$ cat config.mk
export PLATFORM = sky130hd
export DESIGN_NAME = cursor_sequence_store
export DESIGN_NICKNAME = d
export VERILOG_FILES = /design/src/hw/rtl/csq_pkg.sv /design/src/hw/rtl/csq_store.sv /design/src/hw/rtl/csq_seq.sv /design/src/hw/rtl/cursor_sequence_store.sv
export SDC_FILE = /design/constraint.sdc
export NUM_CORES = 2
export LEC_CHECK = 0
export ABC_AREA = 1
export BUFFER_PORTS_ARGS = -buffer_cell sky130_fd_sc_hd__buf_2
export CAP_MARGIN = 0
export CORE_MARGIN = 8
export CORE_UTILIZATION = 60
export DETAILED_ROUTE_END_ITERATION = 10
export PLACE_DENSITY_LB_ADDON = 0.1
export SETUP_SLACK_MARGIN = 0.1
export SYNTH_ARGS = -nofsm -noshare
export SYNTH_HDL_FRONTEND = slang
export SYNTH_HIERARCHICAL = 1
export SYNTH_SLANG_ARGS = --single-unit
$ cat constraint.sdc
create_clock -name clk -period 9.4 [get_ports clk]
set_input_delay 1.41 -clock clk [delete_from_list [all_inputs] [get_ports clk]]
set_output_delay 1.41 -clock clk [all_outputs]
set_load 0.1 [all_outputs]
$ cat src/hw/rtl/csq_pkg.sv
`timescale 1ns / 1ps

package csq_pkg;

    localparam int CAPACITY   = 64;
    localparam int DATA_WIDTH = 32;
    localparam int ADDR_W     = $clog2(CAPACITY);
    localparam int CNT_W      = $clog2(CAPACITY + 1);

    localparam int CMD_W    = 3;
    localparam int VALUE_W  = 32;
    localparam int STATUS_W = 2;

    localparam int IN_FIELDS_W  = CMD_W + VALUE_W;
    localparam int IN_TDATA_W   = ((IN_FIELDS_W + 7) / 8) * 8;
    localparam int OUT_FIELDS_W = VALUE_W + 1 + CNT_W + CNT_W + STATUS_W;
    localparam int OUT_TDATA_W  = ((OUT_FIELDS_W + 7) / 8) * 8;

    // Command codes
    localparam logic [CMD_W-1:0] CMD_READ    = 3'd0;
    localparam logic [CMD_W-1:0] CMD_START   = 3'd1;
    localparam logic [CMD_W-1:0] CMD_ADVANCE = 3'd2;
    localparam logic [CMD_W-1:0] CMD_INSERT  = 3'd3;
    localparam logic [CMD_W-1:0] CMD_ATTACH  = 3'd4;
    localparam logic [CMD_W-1:0] CMD_REMOVE  = 3'd5;

    // Status codes
    localparam logic [STATUS_W-1:0] STAT_OK         = 2'd0;
    localparam logic [STATUS_W-1:0] STAT_NO_CURRENT = 2'd1;
    localparam logic [STATUS_W-1:0] STAT_FULL       = 2'd2;

    typedef enum logic [2:0] {
        ST_IDLE,
        ST_SHIFT,
        ST_MOVE,
        ST_FETCH,
        ST_REPORT
    } seq_state_t;

    typedef struct packed {
        logic                  wr_en;
        logic [ADDR_W-1:0]     wr_addr;
        logic [DATA_WIDTH-1:0] wr_data;
        logic                  rd_en;
        logic [ADDR_W-1:0]     rd_addr;
    } mem_req_t;

    typedef struct packed {
        logic [STATUS_W-1:0] status;
        logic [CNT_W-1:0]    cursor_index;
        logic [CNT_W-1:0]    item_count;
        logic                has_current;
        logic [VALUE_W-1:0]  current_value;
    } result_t;

endpackage

$ cat src/hw/rtl/csq_store.sv
`timescale 1ns / 1ps

module csq_store
    import csq_pkg::*;
(
    input  logic                  clk,
    input  mem_req_t              req,
    output logic [DATA_WIDTH-1:0] rd_data_reg
);

    logic [DATA_WIDTH-1:0] mem [CAPACITY];

    // One write and one registered read per cycle; read data holds when idle.
    always_ff @(posedge clk)
    begin
        if (req.wr_en)
        begin
            mem[req.wr_addr] <= req.wr_data;
        end
        if (req.rd_en)
        begin
            rd_data_reg <= mem[req.rd_addr];
        end
    end

endmodule

$ cat src/hw/rtl/csq_seq.sv
`timescale 1ns / 1ps

module csq_seq
    import csq_pkg::*;
(
    input  logic                  clk,
    input  logic                  rst_n,
    input  logic                  in_valid,
    output logic                  in_ready,
    input  logic [CMD_W-1:0]      in_command,
    input  logic [VALUE_W-1:0]    in_value,
    output mem_req_t              mem_req,
    input  logic [DATA_WIDTH-1:0] rd_data,
    input  logic                  out_free,
    output logic                  res_valid,
    output result_t               res
);

    seq_state_t            state_reg, state_next;
    logic [CNT_W-1:0]      count_reg, count_next;
    logic [CNT_W-1:0]      cursor_reg, cursor_next;
    logic [CNT_W-1:0]      idx_reg, idx_next;
    logic [DATA_WIDTH-1:0] word_reg, word_next;
    logic [STATUS_W-1:0]   status_reg, status_next;
    logic                  dir_up_reg, dir_up_next;

    logic                  accept;
    logic                  has_cur;
    logic                  full;
    logic [CNT_W-1:0]      step;
    logic                  more;

    assign accept  = in_valid && (state_reg == ST_IDLE);
    assign has_cur = cursor_reg < count_reg;
    assign full    = count_reg >= CNT_W'(CAPACITY);

    // Shared index unit: neighbor index and end-of-shift compare
    assign step = dir_up_reg ? (idx_reg - CNT_W'(1)) : (idx_reg + CNT_W'(1));
    assign more = dir_up_reg ? (idx_reg > cursor_reg) : (step < count_reg);

    // Next state
    always_comb
    begin
        state_next = state_reg;
        case (state_reg)
            ST_IDLE:
            begin
                if (accept)
                begin
                    state_next = ST_FETCH;
                    if ((in_command == CMD_INSERT || in_command == CMD_ATTACH) && !full)
                    begin
                        state_next = ST_SHIFT;
                    end
                    if (in_command == CMD_REMOVE && has_cur)
                    begin
                        state_next = ST_SHIFT;
                    end
                end
            end
            ST_SHIFT:  state_next = more ? ST_MOVE : ST_FETCH;
            ST_MOVE:   state_next = ST_SHIFT;
            ST_FETCH:  state_next = ST_REPORT;
            ST_REPORT: state_next = out_free ? ST_IDLE : ST_REPORT;
            default:   state_next = ST_IDLE;
        endcase
    end

    // Datapath next values
    always_comb
    begin
        count_next  = count_reg;
        cursor_next = cursor_reg;
        idx_next    = idx_reg;
        word_next   = word_reg;
        status_next = status_reg;
        dir_up_next = dir_up_reg;
        case (state_reg)
            ST_IDLE:
            begin
                if (accept)
                begin
                    status_next = STAT_OK;
                    word_next   = in_value[DATA_WIDTH-1:0];
                    case (in_command)
                        CMD_READ:  cursor_next = cursor_reg;
                        CMD_START: cursor_next = '0;
                        CMD_ADVANCE:
                        begin
                            if (has_cur)
                            begin
                                cursor_next = cursor_reg + CNT_W'(1);
                            end
                            else
                            begin
                                status_next = STAT_NO_CURRENT;
                            end
                        end
                        CMD_INSERT:
                        begin
                            if (full)
                            begin
                                status_next = STAT_FULL;
                            end
                            else
                            begin
                                cursor_next = has_cur ? cursor_reg : '0;
                                idx_next    = count_reg;
                                dir_up_next = 1'b1;
                            end
                        end
                        CMD_ATTACH:
                        begin
                            if (full)
                            begin
                                status_next = STAT_FULL;
                            end
                            else
                            begin
                                cursor_next = has_cur ? (cursor_reg + CNT_W'(1)) : count_reg;
                                idx_next    = count_reg;
                                dir_up_next = 1'b1;
                            end
                        end
                        CMD_REMOVE:
                        begin
                            if (has_cur)
                            begin
                                idx_next    = cursor_reg;
                                dir_up_next = 1'b0;
                            end
                            else
                            begin
                                status_next = STAT_NO_CURRENT;
                            end
                        end
                        default: cursor_next = cursor_reg;
                    endcase
                end
            end
            ST_SHIFT:
            begin
                if (!more)
                begin
                    count_next = dir_up_reg ? (count_reg + CNT_W'(1))
                                            : (count_reg - CNT_W'(1));
                end
            end
            ST_MOVE: idx_next = step;
            default: idx_next = idx_reg;
        endcase
    end

    // Outputs
    always_comb
    begin
        in_ready        = 1'b0;
        res_valid       = 1'b0;
        mem_req.wr_en   = 1'b0;
        mem_req.wr_addr = idx_reg[ADDR_W-1:0];
        mem_req.wr_data = rd_data;
        mem_req.rd_en   = 1'b0;
        mem_req.rd_addr = step[ADDR_W-1:0];
        case (state_reg)
            ST_IDLE: in_ready = 1'b1;
            ST_SHIFT:
            begin
                if (more)
                begin
                    mem_req.rd_en = 1'b1;
                end
                else if (dir_up_reg)
                begin
                    // drop the new word into the opened slot
                    mem_req.wr_en   = 1'b1;
                    mem_req.wr_addr = cursor_reg[ADDR_W-1:0];
                    mem_req.wr_data = word_reg;
                end
            end
            ST_MOVE: mem_req.wr_en = 1'b1;
            ST_FETCH:
            begin
                mem_req.rd_en   = 1'b1;
                mem_req.rd_addr = cursor_reg[ADDR_W-1:0];
            end
            ST_REPORT: res_valid = 1'b1;
            default:   res_valid = 1'b0;
        endcase
    end

    assign res.status        = status_reg;
    assign res.cursor_index  = cursor_reg;
    assign res.item_count    = count_reg;
    assign res.has_current   = has_cur;
    assign res.current_value = has_cur ? VALUE_W'(rd_data) : '0;

    always_ff @(posedge clk or negedge rst_n)
    begin
        if (!rst_n)
        begin
            state_reg  <= ST_IDLE;
            count_reg  <= '0;
            cursor_reg <= '0;
            idx_reg    <= '0;
            status_reg <= STAT_OK;
            dir_up_reg <= 1'b0;
        end
        else
        begin
            state_reg  <= state_next;
            count_reg  <= count_next;
            cursor_reg <= cursor_next;
            idx_reg    <= idx_next;
            status_reg <= status_next;
            dir_up_reg <= dir_up_next;
        end
    end

    always_ff @(posedge clk)
    begin
        word_reg <= word_next;
    end

`ifndef NO_ASSERTIONS
    a_cursor_in_range: assert property (@(posedge clk) disable iff (!rst_n)
        cursor_reg <= count_reg)
        else $error("cursor beyond item count");

    a_count_in_range: assert property (@(posedge clk) disable iff (!rst_n)
        count_reg <= CNT_W'(CAPACITY))
        else $error("item count beyond capacity");

    a_open_grows: assert property (@(posedge clk) disable iff (!rst_n)
        (state_reg == ST_SHIFT && !more && dir_up_reg)
        |=> (count_reg == $past(count_reg) + CNT_W'(1)))
        else $error("opened slot did not grow the count");

    a_close_shrinks: assert property (@(posedge clk) disable iff (!rst_n)
        (state_reg == ST_SHIFT && !more && !dir_up_reg)
        |=> (count_reg == $past(count_reg) - CNT_W'(1)))
        else $error("closed slot did not shrink the count");
`endif

endmodule

$ cat src/hw/rtl/cursor_sequence_store.sv
`timescale 1ns / 1ps
// Read, start, advance and refused commands go from the transfer through FETCH and REPORT to
// m_axis. Insert and attach first move the entries at and above the new cursor position up and
// remove moves those above the cursor down, one entry per SHIFT and MOVE pair, through the
// one-write, one-read entry memory and the one shared index unit. A command is taken only when
// idle, after the last result left for the output register; a waiting result does not block
// the next transfer. Reset (rst_n, asynchronous, active low) empties the sequence and parks
// the cursor at 0; the entry memory is not cleared and needs no clearing pass.

module cursor_sequence_store
    import csq_pkg::*;
(
    input  logic                   clk,
    input  logic                   rst_n,
    input  logic                   s_axis_tvalid,
    output logic                   s_axis_tready,
    // [2:0] command, [34:3] entry_value, rest zero
    input  logic [IN_TDATA_W-1:0]  s_axis_tdata,
    output logic                   m_axis_tvalid,
    input  logic                   m_axis_tready,
    // [31:0] current_value, [32] has_current, [39:33] item_count,
    // [46:40] cursor_index, [48:47] status, rest zero
    output logic [OUT_TDATA_W-1:0] m_axis_tdata
);

    mem_req_t              mem_req;
    logic [DATA_WIDTH-1:0] rd_data;
    logic                  res_valid;
    result_t               res;
    logic                  out_free;

    logic                  m_valid_reg;
    result_t               m_data_reg;

    // The output register frees up when empty or when its result is taken this cycle.
    assign out_free = !m_valid_reg || m_axis_tready;

    csq_seq u_seq (
        .clk        (clk),
        .rst_n      (rst_n),
        .in_valid   (s_axis_tvalid),
        .in_ready   (s_axis_tready),
        .in_command (s_axis_tdata[CMD_W-1:0]),
        .in_value   (s_axis_tdata[IN_FIELDS_W-1:CMD_W]),
        .mem_req    (mem_req),
        .rd_data    (rd_data),
        .out_free   (out_free),
        .res_valid  (res_valid),
        .res        (res)
    );

    csq_store u_store (
        .clk         (clk),
        .req         (mem_req),
        .rd_data_reg (rd_data)
    );

    // Hold the result until the downstream transfer; load a new one when free.
    always_ff @(posedge clk or negedge rst_n)
    begin
        if (!rst_n)
        begin
            m_valid_reg <= 1'b0;
        end
        else if (out_free)
        begin
            m_valid_reg <= res_valid;
        end
    end

    always_ff @(posedge clk)
    begin
        if (res_valid && out_free)
        begin
            m_data_reg <= res;
        end
    end

    assign m_axis_tvalid = m_valid_reg;
    assign m_axis_tdata  = OUT_TDATA_W'({m_data_reg.status,
                                         m_data_reg.cursor_index,
                                         m_data_reg.item_count,
                                         m_data_reg.has_current,
                                         m_data_reg.current_value});

endmodule
# Yosys cells after proc, flatten, opt, wreduce, memory -nomap -nowiden
# Memories as Yosys holds them, arrays and structs flattened. A register that Yosys moved wholly into a read port is not among the register bits.
# Cells that the tools add are included.
op_classes:
  muxes: 37
  magnitude_cmp: 4
  n_bitwise: 1
  n_eq_ne: 19
  addsub: 5
  reduce_logical: 19
ops:
  columns: ["op", "n"]
  rows:
  - ["$mux 39", 2]
  - ["$mux 7", 10]
  - ["$mux 38", 1]
  - ["$pmux 7 s2", 2]
  - ["$pmux 7 s4", 1]
  - ["$add 7x1->7 const B", 3]
  - ["$pmux 3 s5", 1]
  - ["$lt 7x7->1", 2]
  - ["$sub 7x1->7 const B", 2]
  - ["$eq 3x2->1 const B", 4]
  - ["$mux 1", 10]
  - ["$reduce_and 5->1", 2]
  - ["$eq 3x3->1 const B", 3]
  - ["$ne 2x2->1 const B", 4]
  - ["$ge 7x7->1 const B", 1]
  - ["$gt 7x7->1", 1]
  - ["$reduce_and 7->1", 1]
  - ["$eq 3x1->1 const B", 2]
  - ["$mux 2", 3]
  - ["$mux 3", 2]
  - ["$mux 6", 1]
  - ["$ne 2x1->1 const B", 3]
  - ["$ne 3x3->1 const B", 2]
  - ["$pmux 1 s2", 3]
  - ["other kinds (11)", 19]
word_totals:
  ram_bits: 2048
  out_inout_bits: 58
  inputBits: 44
  regBits: 109
  n_memories: 1
  wordCells: 99
memory_table:
  columns: ["name", "depth", "width", "read_ports", "rd_ports_with_merged_regs", "wr", "line", "rtl"]
  rows:
  - ["u_store.mem", 64, 32, 1, 1, 1, "csq_store.sv:11", "logic [DATA_WIDTH-1:0] mem [CAPACITY];"]

# Longest topological paths before layout
logic_depth:
  word_depth: 8
  mapped_depth: 18
  ltp_nobuf: 16

# Hierarchy
# The synthesis kept the hierarchy.
modules_own_cells:
  columns: ["module", "seq_area_each_um2", "cells_per_inst", "area_each_um2", "n_inst"]
  rows:
  - ["csq_store", 62459.9, 6769, 83058.4, 1]
  - ["csq_seq", 1636.6, 626, 4426.7, 1]
  - ["cursor_sequence_store", 1496.4, 63, 1572.8, 1]

# Worst setup path after synthesis
# OpenSTA, ideal clock, no wires.
synth_timing:
  kind: "reg2reg"
  from: "reg u_seq.cursor_reg[2]"
  to: "mem u_store.mem[48][0], enable pin"
  synth_period_minus_slack_ps: 6024
  stages_incl_launch_ff: 17
  required_time_ps: 8897
  slack_ps: 3376
  arrival_time_ps: 5521
  cell_sequence: "dfrtp_1 -> clkbuf_1 -> inv_1 -> ha_1 -> a21oi_1 -> o21ai_0 -> nand2_1 -> nand2_1 -> nand2_1 -> nand3_1 -> buf_4 -> buf_4 -> nand2_1 -> o21ai_0 -> inv_1 -> nand4_1 -> nor4_1"
synth_lines:
  columns: ["element", "line", "rtl"]
  rows:
  - ["start: declaration", "csq_seq.sv:21", "logic [CNT_W-1:0] cursor_reg, cursor_next;"]
  - ["start signal: assignment", "csq_seq.sv:212", "cursor_reg <= cursor_next;"]
  - ["end: declaration", "csq_store.sv:11", null]

==> metrics.md <==
| Metric | Value |
|---|---|
| Status | finished, final reports clean |
| Yosys warnings | 6 |
| Synth cell types | 37 |
| Num CTS Buffers | 212 |
| Gpl congestion | roughly 0.86 |
| Max-slew headroom | 0.1943 |
| Final setup violation count | 0 |
| DR iter-0 viols | 7128 |
| Worst-margin pin slew | 1.206 ns |
| Critical Path RT | ~10 ns |
| Total grt overflow | 0 |
| Layout cells sized above 1 | 0.08505 |
| Crit path DAT | roughly 6.2 ns |
| Layout Nets | ~7500 |
| Footprint of the multi-input gates | around 22000 sq um |
| Worst setup EP type | register |
| Worst setup SP type | register |
| Post-CTS Resized | 0 |
| Synth area leader | edfxtp_1 |
| Worst Path Buf+Inv | 4 |
| Post-DRT Antenna Nets | 0 |
| Final min period | around 5.7 ns |
| Most area-consuming cells after synthesis | edfxtp_1 73%, nand3_1 11%, nand2_1 10% |
| Detail Placement HPWL | roughly 130000 microns |
| Avg Cell Area, Syn | roughly 12 sq um |
| Die ar. | between 150000 and 200000 sq um |
| Synth-to-Final Area Change | 10.63% |
| Hold path depth | 0 |
| Hold EP | m_axis_tdata[47]$_DFFE_PP_ |
| Max reg flops | 2048 |
| Die X | 401.3 microns |
| Pin count of the biggest net entering global routing | 175 |
| Worst Clk Skew | between 0.02 and 0.03 ns |
| Flop-to-flop setup slack | 3.72 ns |
| First-pass iteration count of the detailed router | 8 |
| Seq/Total Area, Yosys | 0.7365 |
| CP startpoint | u_seq/cursor_reg[2]$_DFFE_PN0P_ |
| Unrepaired setup endpoints after global routing | false |
| Worst Path Max Fanout | 41 |
| Hold-fix buffers, CTS | 0 |
| Max incr delay on CP | just over 0.9 ns |
| HP Class | register to register |
| Area of the core | 147500 sq um |
| Top reg by flops | u_store/mem |
| CTS tree | built |
| GR Util All Layers | 0.2897 |
| Vias in the first global route | about 54000 |
| CTS max path bufs | 3 |
| Clock latency reported for the late side of the worst-skew pair | about 0.83 ns |
| DR WL/cell | around 25 microns |
| Slowest CP cell | nor2_4 |
| Synthesized area | around 89000 sq um |
| Tcrit/Tclk final | 0.6044 |
| CTS Sinks | approximately 2200 |
| Max Slew Vio Count | 0 |
| Clock-pin slew on the worst setup and hold paths | 0.06 ns |
| Number of diodes | 0 |
| Initial core utilization | 0.6038 |
| Critical path class | register to register |
| Crit path cell chain | inv_1 -> ha_1 -> a21oi_1 -> o21ai_0 -> nand2_1 -> nand2_1 -> nand2_1 -> nand3_4 -> buf_4 -> o21ai_0 -> buf_4 -> nand3_1 -> nor2_4 -> buf_4 |
| Vias/cell | roughly 6 |
| Io pins | between 100 and 150 |
| Synthesized flop and latch total | around 2200 |
| Synth top area share | 0.7287 |
| Maxcap violations | 0 |
| Final hold slack | roughly 0.45 ns |
| RR Endpoint | u_store/mem[61][27]$_DFFE_PP_ |
| Syn Inst Count | 7458 |
| Delay-heaviest family, CP | simple AND/OR/NAND/NOR gates |
| Wire length of the first global-routing pass | roughly 350000 microns |
| Vias after detailed routing | roughly 58000 |
| # H-tree levels | 4 |
| Initial antenna violation count | 6 |
| Hold_sp | u_seq/status_reg[0]$_DFFE_PN0P_ |
| Path depth of the worst reg2reg path | 14 |
| Final WL | about 240000 microns |
| Final Hold Viols | 0 |
| Site Rows | 141 |
| Post-CTS setup buffers | 0 |
| Post-route DRC | 0 |
| Worst r2r src | u_seq/cursor_reg[2]$_DFFE_PN0P_ |
| Storage element area | between 60000 and 70000 sq um |
| Max frequency | approximately 0.18 GHz |
| Die height | 401.3 microns |
| Setup_tns | 0 ns |
| Fillcell total | approximately 11000 |
| Root buf cell | clkbuf_16 |
| PortBufs | 89 |
cells in the mapped netlist:
cell / instances
a21o_1: 3
nor3_1: 1
nor4_1: 8
conb_1: 1
inv_4: 1
nor2_4: 2
nand2_2: 4
xnor2_1: 5
a31oi_1: 5
nor2_1: 111
nand4_1: 18
buf_2: 288
clkinv_1: 1
buf_6: 3
nor2_2: 1
inv_1: 125
fa_1: 2
buf_8: 2
nand2_1: 2420
o21ai_0: 65
and2_1: 1
a21oi_1: 24
edfxtp_1: 2161
nor3_4: 1
nand3b_1: 1
dfrtp_1: 28
or2_2: 3
o211ai_1: 3
xor2_1: 4
nand3_1: 1949
clkbuf_1: 84
nor3_2: 2
inv_2: 3
ha_1: 30
buf_4: 57
buf_1: 40
nand2_4: 1
worst max-delay path by stage:
stage                                          to  slack [ns]  cells past startpoint
finish              u_store/mem[61][27]$_DFFE_PP_        3.72                     14
global route        u_store/mem[42][22]$_DFFE_PP_        3.39                     16
CTS                 u_store/mem[61][27]$_DFFE_PP_        3.70                     14
detailed placement  u_store/mem[61][26]$_DFFE_PP_        3.72                     14
global placement    u_store/mem[42][25]$_DFFE_PP_        3.73                     16
floorplan            u_store/mem[48][0]$_DFFE_PP_        3.38                     16
cells in the final DEF (no fill, tap or decap), types with 55 or more instances in the layout:
master	netlist	layout
nor2_1	111	55
clkinv_1	1	61
edfxtp_1	2161	2161
nand3_1	1949	1948
clkbuf_16	0	214
inv_1	125	123
clkbuf_1	84	57
nand2_1	2420	2420
nor2_4	2	58
buf_2	288	89
buf_4	57	142
worst register-to-register path: cells and delay by family (launching register included):
kind	cells	cell delay [ns]
simple gates	6	2.45
compound gates	3	0.58
flops	1	0.54
buf+inv	4	1.43
fa+ha+maj	1	0.34
routing by layer:
| metal | global-route usage | part of all wire | wire, microns |
|---|---|---|---|
| met5 | 0 | 0.000050 | 12 |
| met4 | 0.1274 | 0.047 | 11260 |
| met3 | 0.04773 | 0.094 | 22520 |
| met2 | 0.4543 | 0.47 | 111500 |
| met1 | 0.4051 | 0.39 | 94420 |
cell type report:
| type | count | share of cell area |
|---|---|---|
| Inverter | 130 | 0.005321 |
| Clock inverter | 122 | 0.01068 |
| Multi-Input combinational cell | 4671 | 0.2186 |
| Tap cell | 1930 | 0.02451 |
| Sequential cell | 2189 | 0.6658 |
| Timing Repair Buffer | 245 | 0.01819 |
| Clock buffer | 274 | 0.05695 |
per-stage QoR:
step | setup WS [ns] | area [sq um] | instances | util
after floorplan | 3.376 | 89080 | 7464 | -
after global placement | 3.731 | 91860 | 9165 | 0.6228
after detailed placement | 3.724 | 91860 | 9165 | 0.6228
after CTS | 3.695 | 98520 | 9561 | 0.6680
after global routing | 3.386 | 98520 | 9561 | 0.6680
final | 3.718 | 98520 | 9561 | 0.6680
cells by family (layout without fill, tap and decap cells):
family	Yosys count	in the layout	synth area share
AND/OR/NAND/NOR	4523	4523	0.2196
adder cells (fa/ha/maj)	32	32	0.004664
buffers and inverters	604	771	0.03244
XOR/XNOR	9	9	0.0008850
AO/OA/AOI/OAI	100	100	0.005859
other	1	7	0.00004211
flip-flops	2189	2189	0.7365
Power is left out: the tool's default activity adds up to more than one toggle a clock period on the data nets, which glitch-free logic cannot reach.
